## config.mk

```make
export PLATFORM = sky130hd
export DESIGN_NAME = number_to_ascii_formatter_core
export DESIGN_NICKNAME = d
export VERILOG_FILES = /design/src/rtl/nafmt_pkg.sv /design/src/rtl/number_to_ascii_formatter_core.sv
export SDC_FILE = /design/constraint.sdc
export NUM_CORES = 1
export LEC_CHECK = 0
export BUFFER_PORTS_ARGS = -buffer_cell sky130_fd_sc_hd__buf_2
export CAP_MARGIN = 25
export CORE_ASPECT_RATIO = 1.25
export CORE_MARGIN = 2
export CORE_UTILIZATION = 45
export CTS_CLUSTER_SIZE = 12
export DETAILED_ROUTE_END_ITERATION = 12
export PLACE_DENSITY = 0.59
export SYNTH_ARGS = -nofsm -noshare
export SYNTH_HDL_FRONTEND = slang
export SYNTH_SLANG_ARGS = --single-unit
```

## constraint.sdc

```tcl
create_clock -name clock -period 9.47 [get_ports clock]
set_input_delay 1.894 -clock clock [delete_from_list [all_inputs] [get_ports clock]]
set_output_delay 1.894 -clock clock [all_outputs]
set_load 0.02 [all_outputs]
```

## src/rtl/nafmt_pkg.sv

```systemverilog
// ----------------------------------------------------------------------------
// nafmt_pkg: shared types and constants for the number formatter
// Format codes, ASCII constants, the state type and the nibble-to-ASCII map.
// ----------------------------------------------------------------------------
package nafmt_pkg;

   localparam int unsigned VALUE_W   = 32;
   localparam int unsigned ACTION_W  = 3;
   localparam int unsigned CHAR_W    = 8;
   localparam int unsigned DEC_DIGITS = 10;
   localparam int unsigned DIG_W     = 4 * DEC_DIGITS;   // 40-bit digit register
   localparam int unsigned CNT_W     = 4;                // holds up to ten digits
   localparam int unsigned BIT_CNT_W = 5;                // counts 32 input bits

   // format selector codes; anything above MODE_DEC also formats as decimal
   localparam logic [ACTION_W-1:0] MODE_HEX16_AUTO = 3'd0;
   localparam logic [ACTION_W-1:0] MODE_HEX32      = 3'd1;
   localparam logic [ACTION_W-1:0] MODE_HEX16      = 3'd2;
   localparam logic [ACTION_W-1:0] MODE_HEX8       = 3'd3;
   localparam logic [ACTION_W-1:0] MODE_DEC        = 3'd4;

   localparam logic [CHAR_W-1:0] CHAR_ZERO          = 8'h30;  // '0'
   localparam logic [CHAR_W-1:0] CHAR_X             = 8'h78;  // 'x'
   localparam logic [CHAR_W-1:0] HEX_LETTER_OFFSET  = 8'd55;  // 10 -> 'A'

   typedef enum logic [1:0] {
      ST_IDLE,
      ST_CONVERT,
      ST_SKIP,
      ST_EMIT
   } state_type;

   function automatic logic [CHAR_W-1:0] hex_char(input logic [3:0] nib);
      logic [CHAR_W-1:0] wide;
      wide = {4'd0, nib};
      if (nib > 4'd9) begin
         return wide + HEX_LETTER_OFFSET;
      end
      return wide + CHAR_ZERO;
   endfunction

endpackage

```

## src/rtl/number_to_ascii_formatter_core.sv

```systemverilog
// ----------------------------------------------------------------------------
// number_to_ascii_formatter_core: number to ASCII character stream
// Formats a 32-bit number as hex or decimal text, one character per strobe.
// ----------------------------------------------------------------------------
// Usage
//   Request channel: drive req_action and req_value and raise start while
//   busy is low; the request is taken at that clock edge. busy stays high
//   until the final character has gone out.
//   Response channel: each character appears on rsp_character for exactly
//   one cycle with rsp_valid high; rsp_last marks the final character of the
//   number. The receiver cannot stall: every strobed character is taken.
//   Timing: hex formats emit one character per cycle starting the cycle
//   after the request. Decimal runs a bit-serial shift-and-add-3 conversion
//   on the 40-bit BCD register, one input bit per cycle, then drops
//   leading zeros one at a time while keeping at least one digit, then
//   emits one digit per cycle.
//   One number at a time: the next request is taken once busy falls.
//   Reset returns the controller to idle; data registers are not cleared.
// ----------------------------------------------------------------------------
module number_to_ascii_formatter_core
   import nafmt_pkg::*;
(
   input  logic                clock,
   input  logic                reset,
   input  logic                start,
   output logic                busy,
   input  logic [ACTION_W-1:0] req_action,
   input  logic [VALUE_W-1:0]  req_value,
   output logic                rsp_valid,
   output logic [CHAR_W-1:0]   rsp_character,
   output logic                rsp_last
);

   state_type state_ff, state_in;

   // digit shift register: hex nibbles or BCD digits, most significant on top
   logic [DIG_W-1:0]     dig_ff, dig_in;
   // binary shift register feeding the decimal conversion one bit a cycle
   logic [VALUE_W-1:0]   bin_ff, bin_in;
   logic [CNT_W-1:0]     cnt_ff, cnt_in;       // digits left to emit
   logic [1:0]           pre_ff, pre_in;       // "0x" prefix characters left
   logic [BIT_CNT_W-1:0] bit_cnt_ff, bit_cnt_in;

   logic                 accept;
   logic                 top_zero;
   logic [DIG_W-1:0]     dig_adj;

   assign accept   = start && (state_ff == ST_IDLE);
   assign top_zero = (dig_ff[DIG_W-1 -: 4] == 4'd0);

   // add 3 to every BCD digit of 5 or more before the next shift
   always_comb begin
      for (int i = 0; i < DEC_DIGITS; i++) begin
         if (dig_ff[4*i +: 4] >= 4'd5) begin
            dig_adj[4*i +: 4] = dig_ff[4*i +: 4] + 4'd3;
         end else begin
            dig_adj[4*i +: 4] = dig_ff[4*i +: 4];
         end
      end
   end

   // next state
   always_comb begin
      state_in = state_ff;
      case (state_ff)
         ST_IDLE: begin
            if (start) begin
               if (req_action >= MODE_DEC) begin
                  state_in = ST_CONVERT;
               end else begin
                  state_in = ST_EMIT;
               end
            end
         end
         ST_CONVERT: begin
            if (bit_cnt_ff == BIT_CNT_W'(VALUE_W - 1)) begin
               state_in = ST_SKIP;
            end
         end
         ST_SKIP: begin
            if (!(top_zero && cnt_ff > CNT_W'(1))) begin
               state_in = ST_EMIT;
            end
         end
         ST_EMIT: begin
            if (pre_ff == 2'd0 && cnt_ff == CNT_W'(1)) begin
               state_in = ST_IDLE;
            end
         end
         default: state_in = ST_IDLE;
      endcase
   end

   // outputs
   always_comb begin
      busy          = (state_ff != ST_IDLE);
      rsp_valid     = 1'b0;
      rsp_character = hex_char(dig_ff[DIG_W-1 -: 4]);
      rsp_last      = 1'b0;
      case (state_ff)
         ST_EMIT: begin
            rsp_valid = 1'b1;
            if (pre_ff == 2'd2) begin
               rsp_character = CHAR_ZERO;
            end else if (pre_ff == 2'd1) begin
               rsp_character = CHAR_X;
            end else begin
               rsp_last = (cnt_ff == CNT_W'(1));
            end
         end
         default: begin
            rsp_valid = 1'b0;
         end
      endcase
   end

   // datapath
   always_comb begin
      dig_in     = dig_ff;
      bin_in     = bin_ff;
      cnt_in     = cnt_ff;
      pre_in     = pre_ff;
      bit_cnt_in = bit_cnt_ff;
      case (state_ff)
         ST_IDLE: begin
            // load the digit register left-aligned for the chosen format
            bin_in     = req_value;
            bit_cnt_in = '0;
            pre_in     = 2'd0;
            case (req_action)
               MODE_HEX16_AUTO: begin
                  pre_in = 2'd2;
                  if (req_value[15:8] == 8'd0) begin
                     dig_in = {req_value[7:0], 32'd0};
                     cnt_in = CNT_W'(2);
                  end else begin
                     dig_in = {req_value[15:0], 24'd0};
                     cnt_in = CNT_W'(4);
                  end
               end
               MODE_HEX32: begin
                  pre_in = 2'd2;
                  dig_in = {req_value, 8'd0};
                  cnt_in = CNT_W'(8);
               end
               MODE_HEX16: begin
                  dig_in = {req_value[15:0], 24'd0};
                  cnt_in = CNT_W'(4);
               end
               MODE_HEX8: begin
                  dig_in = {req_value[7:0], 32'd0};
                  cnt_in = CNT_W'(2);
               end
               default: begin
                  // decimal: clear BCD, then convert all 32 input bits
                  dig_in = '0;
                  cnt_in = CNT_W'(DEC_DIGITS);
               end
            endcase
         end
         ST_CONVERT: begin
            // shift one binary bit into the adjusted BCD register
            dig_in     = {dig_adj[DIG_W-2:0], bin_ff[VALUE_W-1]};
            bin_in     = {bin_ff[VALUE_W-2:0], 1'b0};
            bit_cnt_in = bit_cnt_ff + BIT_CNT_W'(1);
         end
         ST_SKIP: begin
            // drop leading zeros, keep at least one digit
            if (top_zero && cnt_ff > CNT_W'(1)) begin
               dig_in = {dig_ff[DIG_W-5:0], 4'd0};
               cnt_in = cnt_ff - CNT_W'(1);
            end
         end
         ST_EMIT: begin
            if (pre_ff != 2'd0) begin
               pre_in = pre_ff - 2'd1;
            end else begin
               dig_in = {dig_ff[DIG_W-5:0], 4'd0};
               cnt_in = cnt_ff - CNT_W'(1);
            end
         end
         default: begin
            dig_in = dig_ff;
         end
      endcase
   end

   always_ff @(posedge clock) begin
      if (reset) begin
         state_ff <= ST_IDLE;
      end else begin
         state_ff <= state_in;
      end
   end

   always_ff @(posedge clock) begin
      if (accept || state_ff != ST_IDLE) begin
         dig_ff     <= dig_in;
         bin_ff     <= bin_in;
         cnt_ff     <= cnt_in;
         pre_ff     <= pre_in;
         bit_cnt_ff <= bit_cnt_in;
      end
   end

endmodule
```

==> qor.txt <==
FINISH
--------------------------------------------------------------------------------
Antenna cell count                                                             0
Filler Cell Count                                                           1038
Layout cell share with drive strength beyond 1                             15.9%
Net total in the final layout                                                592
Relative area change from synthesis to final layout                        12.3%
Final Instance Count excl. Fillers                                           666

PLACEMENT
--------------------------------------------------------------------------------
Placed wire-length estimate after detailed placement                     8810 µm
Number of port buffers                                                        47
Pre-CTS setup slack                                                      5.81 ns
Final weighted congestion in routability-driven placement                  0.822
Number of placed cells counting well taps                                    650

SYNTHESIS
--------------------------------------------------------------------------------
Main flop type after synthesis                                      sky130_fd_sc_hd__edfxtp_1
Dominant cell by count in the synthesized netlist                   sky130_fd_sc_hd__edfxtp_1
Instance count of the mapped netlist                                         481
Number of enable flip-flop cells after synthesis                              83
Sequential area share after synthesis                                      47.7%
Async set or reset register ratio after synthesis                             0%
Yosys top cell by area                                              sky130_fd_sc_hd__edfxtp_1
Share of Yosys cell area claimed by the top area cell type                 47.0%
Post-Syn Nets                                                                550
Post-synthesis cell type count                                                53
Average footprint of a synthesized cell                                 11.0 µm²
Cell area after synthesis                                               5310 µm²
Leading post-synthesis cells by instance count                      sky130_fd_sc_hd__edfxtp_1, sky130_fd_sc_hd__a21oi_1, sky130_fd_sc_hd__mux2_1, sky130_fd_sc_hd__ha_1, sky130_fd_sc_hd__inv_1
FF+latch count, synth                                                         85
Count of yosys warnings during synthesis                                       0
Leading post-synthesis cells by cell area                           sky130_fd_sc_hd__edfxtp_1, sky130_fd_sc_hd__ha_1, sky130_fd_sc_hd__mux2_1, sky130_fd_sc_hd__a21oi_1, sky130_fd_sc_hd__a22oi_1

SETUP PATH
--------------------------------------------------------------------------------
Endpoint of the worst-slack reg-to-reg timing path                    dig_ff[30]
Arrival time at the worst endpoint                                       1.97 ns
Kind of end point of the critical path                                output pin
Depth of the most critical reg-to-reg path                                     6
CP Class                                                                 reg2out
Reg-to-Reg Start                                                     state_ff[0]
CP Data Required Time                                                    7.58 ns
Slack of the worst reg-to-reg path                                       7.20 ns
Maximum fanout along the worst path                                            6
Beginning of the critical path                                        dig_ff[36]
Nature of the critical path startpoint                                 flip-flop

CLOCK TREE
--------------------------------------------------------------------------------
Setup Buffers After CTS                                                        0
Worst-skew pair later-pin latency                                        0.33 ns
CTS buffer count                                                               9
Hold-fix buffers, CTS                                                          0
Number of H-tree levels                                                        3
Clock Sink Count                                                              85
CTS root buffer                                                     sky130_fd_sc_hd__clkbuf_16
Clock tree from TritonCTS                                                    yes
Deepest clock path buffer count                                                2
Clock-pin slew on the worst setup and hold paths                         0.06 ns
CTS-repair resized insts                                                       0

JOB
--------------------------------------------------------------------------------
Count of max-cap constraint violations                                         0

HOLD PATH
--------------------------------------------------------------------------------
Hold EP                                                                bin_ff[3]
Worst Hold Class                                                         reg2reg
Hold path startpoint                                                   bin_ff[2]
Number of cells on the worst hold path                                         1

TIMING
--------------------------------------------------------------------------------
Max Slew Vio Count                                                             0
Tightest Pin Transition                                                 0.853 ns
Setup tns final                                                             0 ns
Endpoints failing setup                                                        0
Fin. Hold Viols                                                                0
Clock period minus worst slack                                           3.86 ns
Max Clock Skew                                                        0.00514 ns
Minimum setup slack in the final design                                  5.61 ns
RSZ-0062 raised after global routing                                       false
Worst-case headroom to the max-slew limit                                  42.6%
Final cycle utilization of the critical path                               40.8%
Achievable clock frequency                                               259 MHz

PWR
--------------------------------------------------------------------------------
Sw Ratio                                                                   38.7%
Switching pwr                                                           0.790 mW
Power per cell area                                                   342 nW/µm²
Total leakage power                                                      2.23 nW
Cell-internal power                                                      1.25 mW
Peak ir drop on the vdd network                                         0.169 mV
Logic gate share of total power                                            43.0%
Total power                                                              2.04 mW
Power share of the clock group                                             16.7%
Portion of total power attributed to sequential cells                      40.3%

ROUTING
--------------------------------------------------------------------------------
Number of iterations in the first detailed-routing pass                        5
Total via count in the routed design                                        3924
Detailed-route wire length per cell                                      18.5 µm
DR vias/cell                                                                5.89
Antenna Nets Post-Route                                                        0
Total Routed Length                                                     12300 µm
Remaining DRCs                                                                 0
Iteration-0 DRC Markers                                                      259

GLOBAL ROUTE
--------------------------------------------------------------------------------
Highest-utilization routing layer at the global route stage                 met2
Met2 capacity usage during global routing                                  34.5%
Number of antenna violations at the first check in global routing              0
Met1 usage                                                                 24.8%
GRT Residual Overflow                                                          0
Met3 Usage GRT                                                             3.63%
Overall global routing resource usage                                      20.0%
Vias in the first global route                                              3846
Maximum number of pins on one net before global-route repair                  42
Wire length of the first global-routing pass                            19700 µm

FLOORPLANNING
--------------------------------------------------------------------------------
Initial Util                                                               45.9%
Die Wd                                                                    101 µm
Area of the core                                                       11600 µm²
Vert. Die Dim                                                             125 µm
I/O pins                                                                      49
Die Area                                                               12700 µm²
Row count                                                                     44

STATUS
--------------------------------------------------------------------------------
Outcome                                                             complete, no violations

## sequential cells by signal, summed over array words and instances, names as in the netlist
name / count
state_ff: 2
cnt_ff: 4
pre_ff: 2
bin_ff: 32
dig_ff: 40
bit_cnt_ff: 5
## worst max-delay path by stage
stage | endpoint | slack, ns | depth (start not counted)
after CTS | rsp_character[1] | 5.63 | 6
after global placement | dig_ff[29] | 5.91 | 5
after detailed placement | dig_ff[30] | 5.81 | 5
after global routing | rsp_character[1] | 5.48 | 7
final | rsp_character[1] | 5.61 | 6
after floorplan | dig_ff[0] | 4.25 | 2
## cells by family (layout without fill, tap and decap cells)
| group | after synthesis | after routing | synth area share [%] |
|---|---|---|---|
| other | 1 | 1 | 0.0707 |
| xor gates and xnor gates | 16 | 16 | 2.64 |
| AOI/OAI and AO/OA | 138 | 138 | 16.8 |
| and+or+nand+nor | 109 | 109 | 11.2 |
| adders and majority gates | 31 | 31 | 7.31 |
| muxes | 50 | 50 | 10.5 |
| buffers and inverters | 51 | 98 | 3.84 |
| DFF | 85 | 85 | 47.7 |
## through the flow
| step | instance area (µm²) | hold slack, ns | util, % |
|---|---|---|---|
| floorplan | 5310 | 0.508 | - |
| global placement | 5680 | 0.511 | 49.1 |
| detailed placement | 5680 | 0.523 | 49.1 |
| CTS | 5960 | 0.536 | 51.5 |
| global route | 5960 | 0.540 | 51.5 |
| finish | 5960 | 0.528 | 51.5 |
## area by class of cell
cell class	count	area (µm²)	share of cell area, %
flip-flops and latches	85	2530	42.5
well taps	138	173	2.90
clock inverters	5	51.3	0.861
multi-input cells	345	2580	43.3
clock buffers	11	233	3.91
inverters	29	109	1.83
repair buffers	53	280	4.70
## power by group through the flow
| stage | Combinational (mW) | Sequential [mW] | Clock, mW |
|---|---|---|---|
| 2_1_floorplan | 0.685 | 0.790 | 0 |
| 3_3_place_gp | 0.850 | 0.823 | 0 |
| 3_5_place_dp | 0.884 | 0.826 | 0 |
| 4_1_cts | 0.889 | 0.822 | 0.348 |
| 5_1_grt | 0.984 | 0.846 | 0.364 |
| 6_report | 0.877 | 0.822 | 0.341 |
## routing by layer
| metal | up-vias | part of all wire [%] |
|---|---|---|
| met3 | 18 | 4.5 |
| met2 | 95 | 51 |
| met1 | 1920 | 42 |
| met5 | - | 0 |
| li1 | 1891 | - |
| met4 | 0 | 1.8 |
## layout by cell type, fill, tap and decap left out, drive strengths merged, types with 11 or more instances in the layout
cell / synthesis / routed
mux2: 41 / 41
o21ai: 35 / 35
buf: 5 / 53
edfxtp: 83 / 83
xnor2: 14 / 14
nand2b: 13 / 13
a22oi: 21 / 21
nand2: 24 / 24
clkbuf: 17 / 11
ha: 31 / 31
nor3b: 15 / 15
nor2: 24 / 24
inv: 29 / 29
a21oi: 41 / 41
## worst max-delay path, stage by stage (launching register included)
cell and delay (ns):
sky130_fd_sc_hd__edfxtp_1 0.46, sky130_fd_sc_hd__inv_1 0.13, sky130_fd_sc_hd__ha_1 0.26, sky130_fd_sc_hd__nor2_1 0.09, sky130_fd_sc_hd__o21a_1 0.24, sky130_fd_sc_hd__a211oi_1 0.25, sky130_fd_sc_hd__buf_2 0.20
Note: power is estimated with default switching activity, not from simulation.
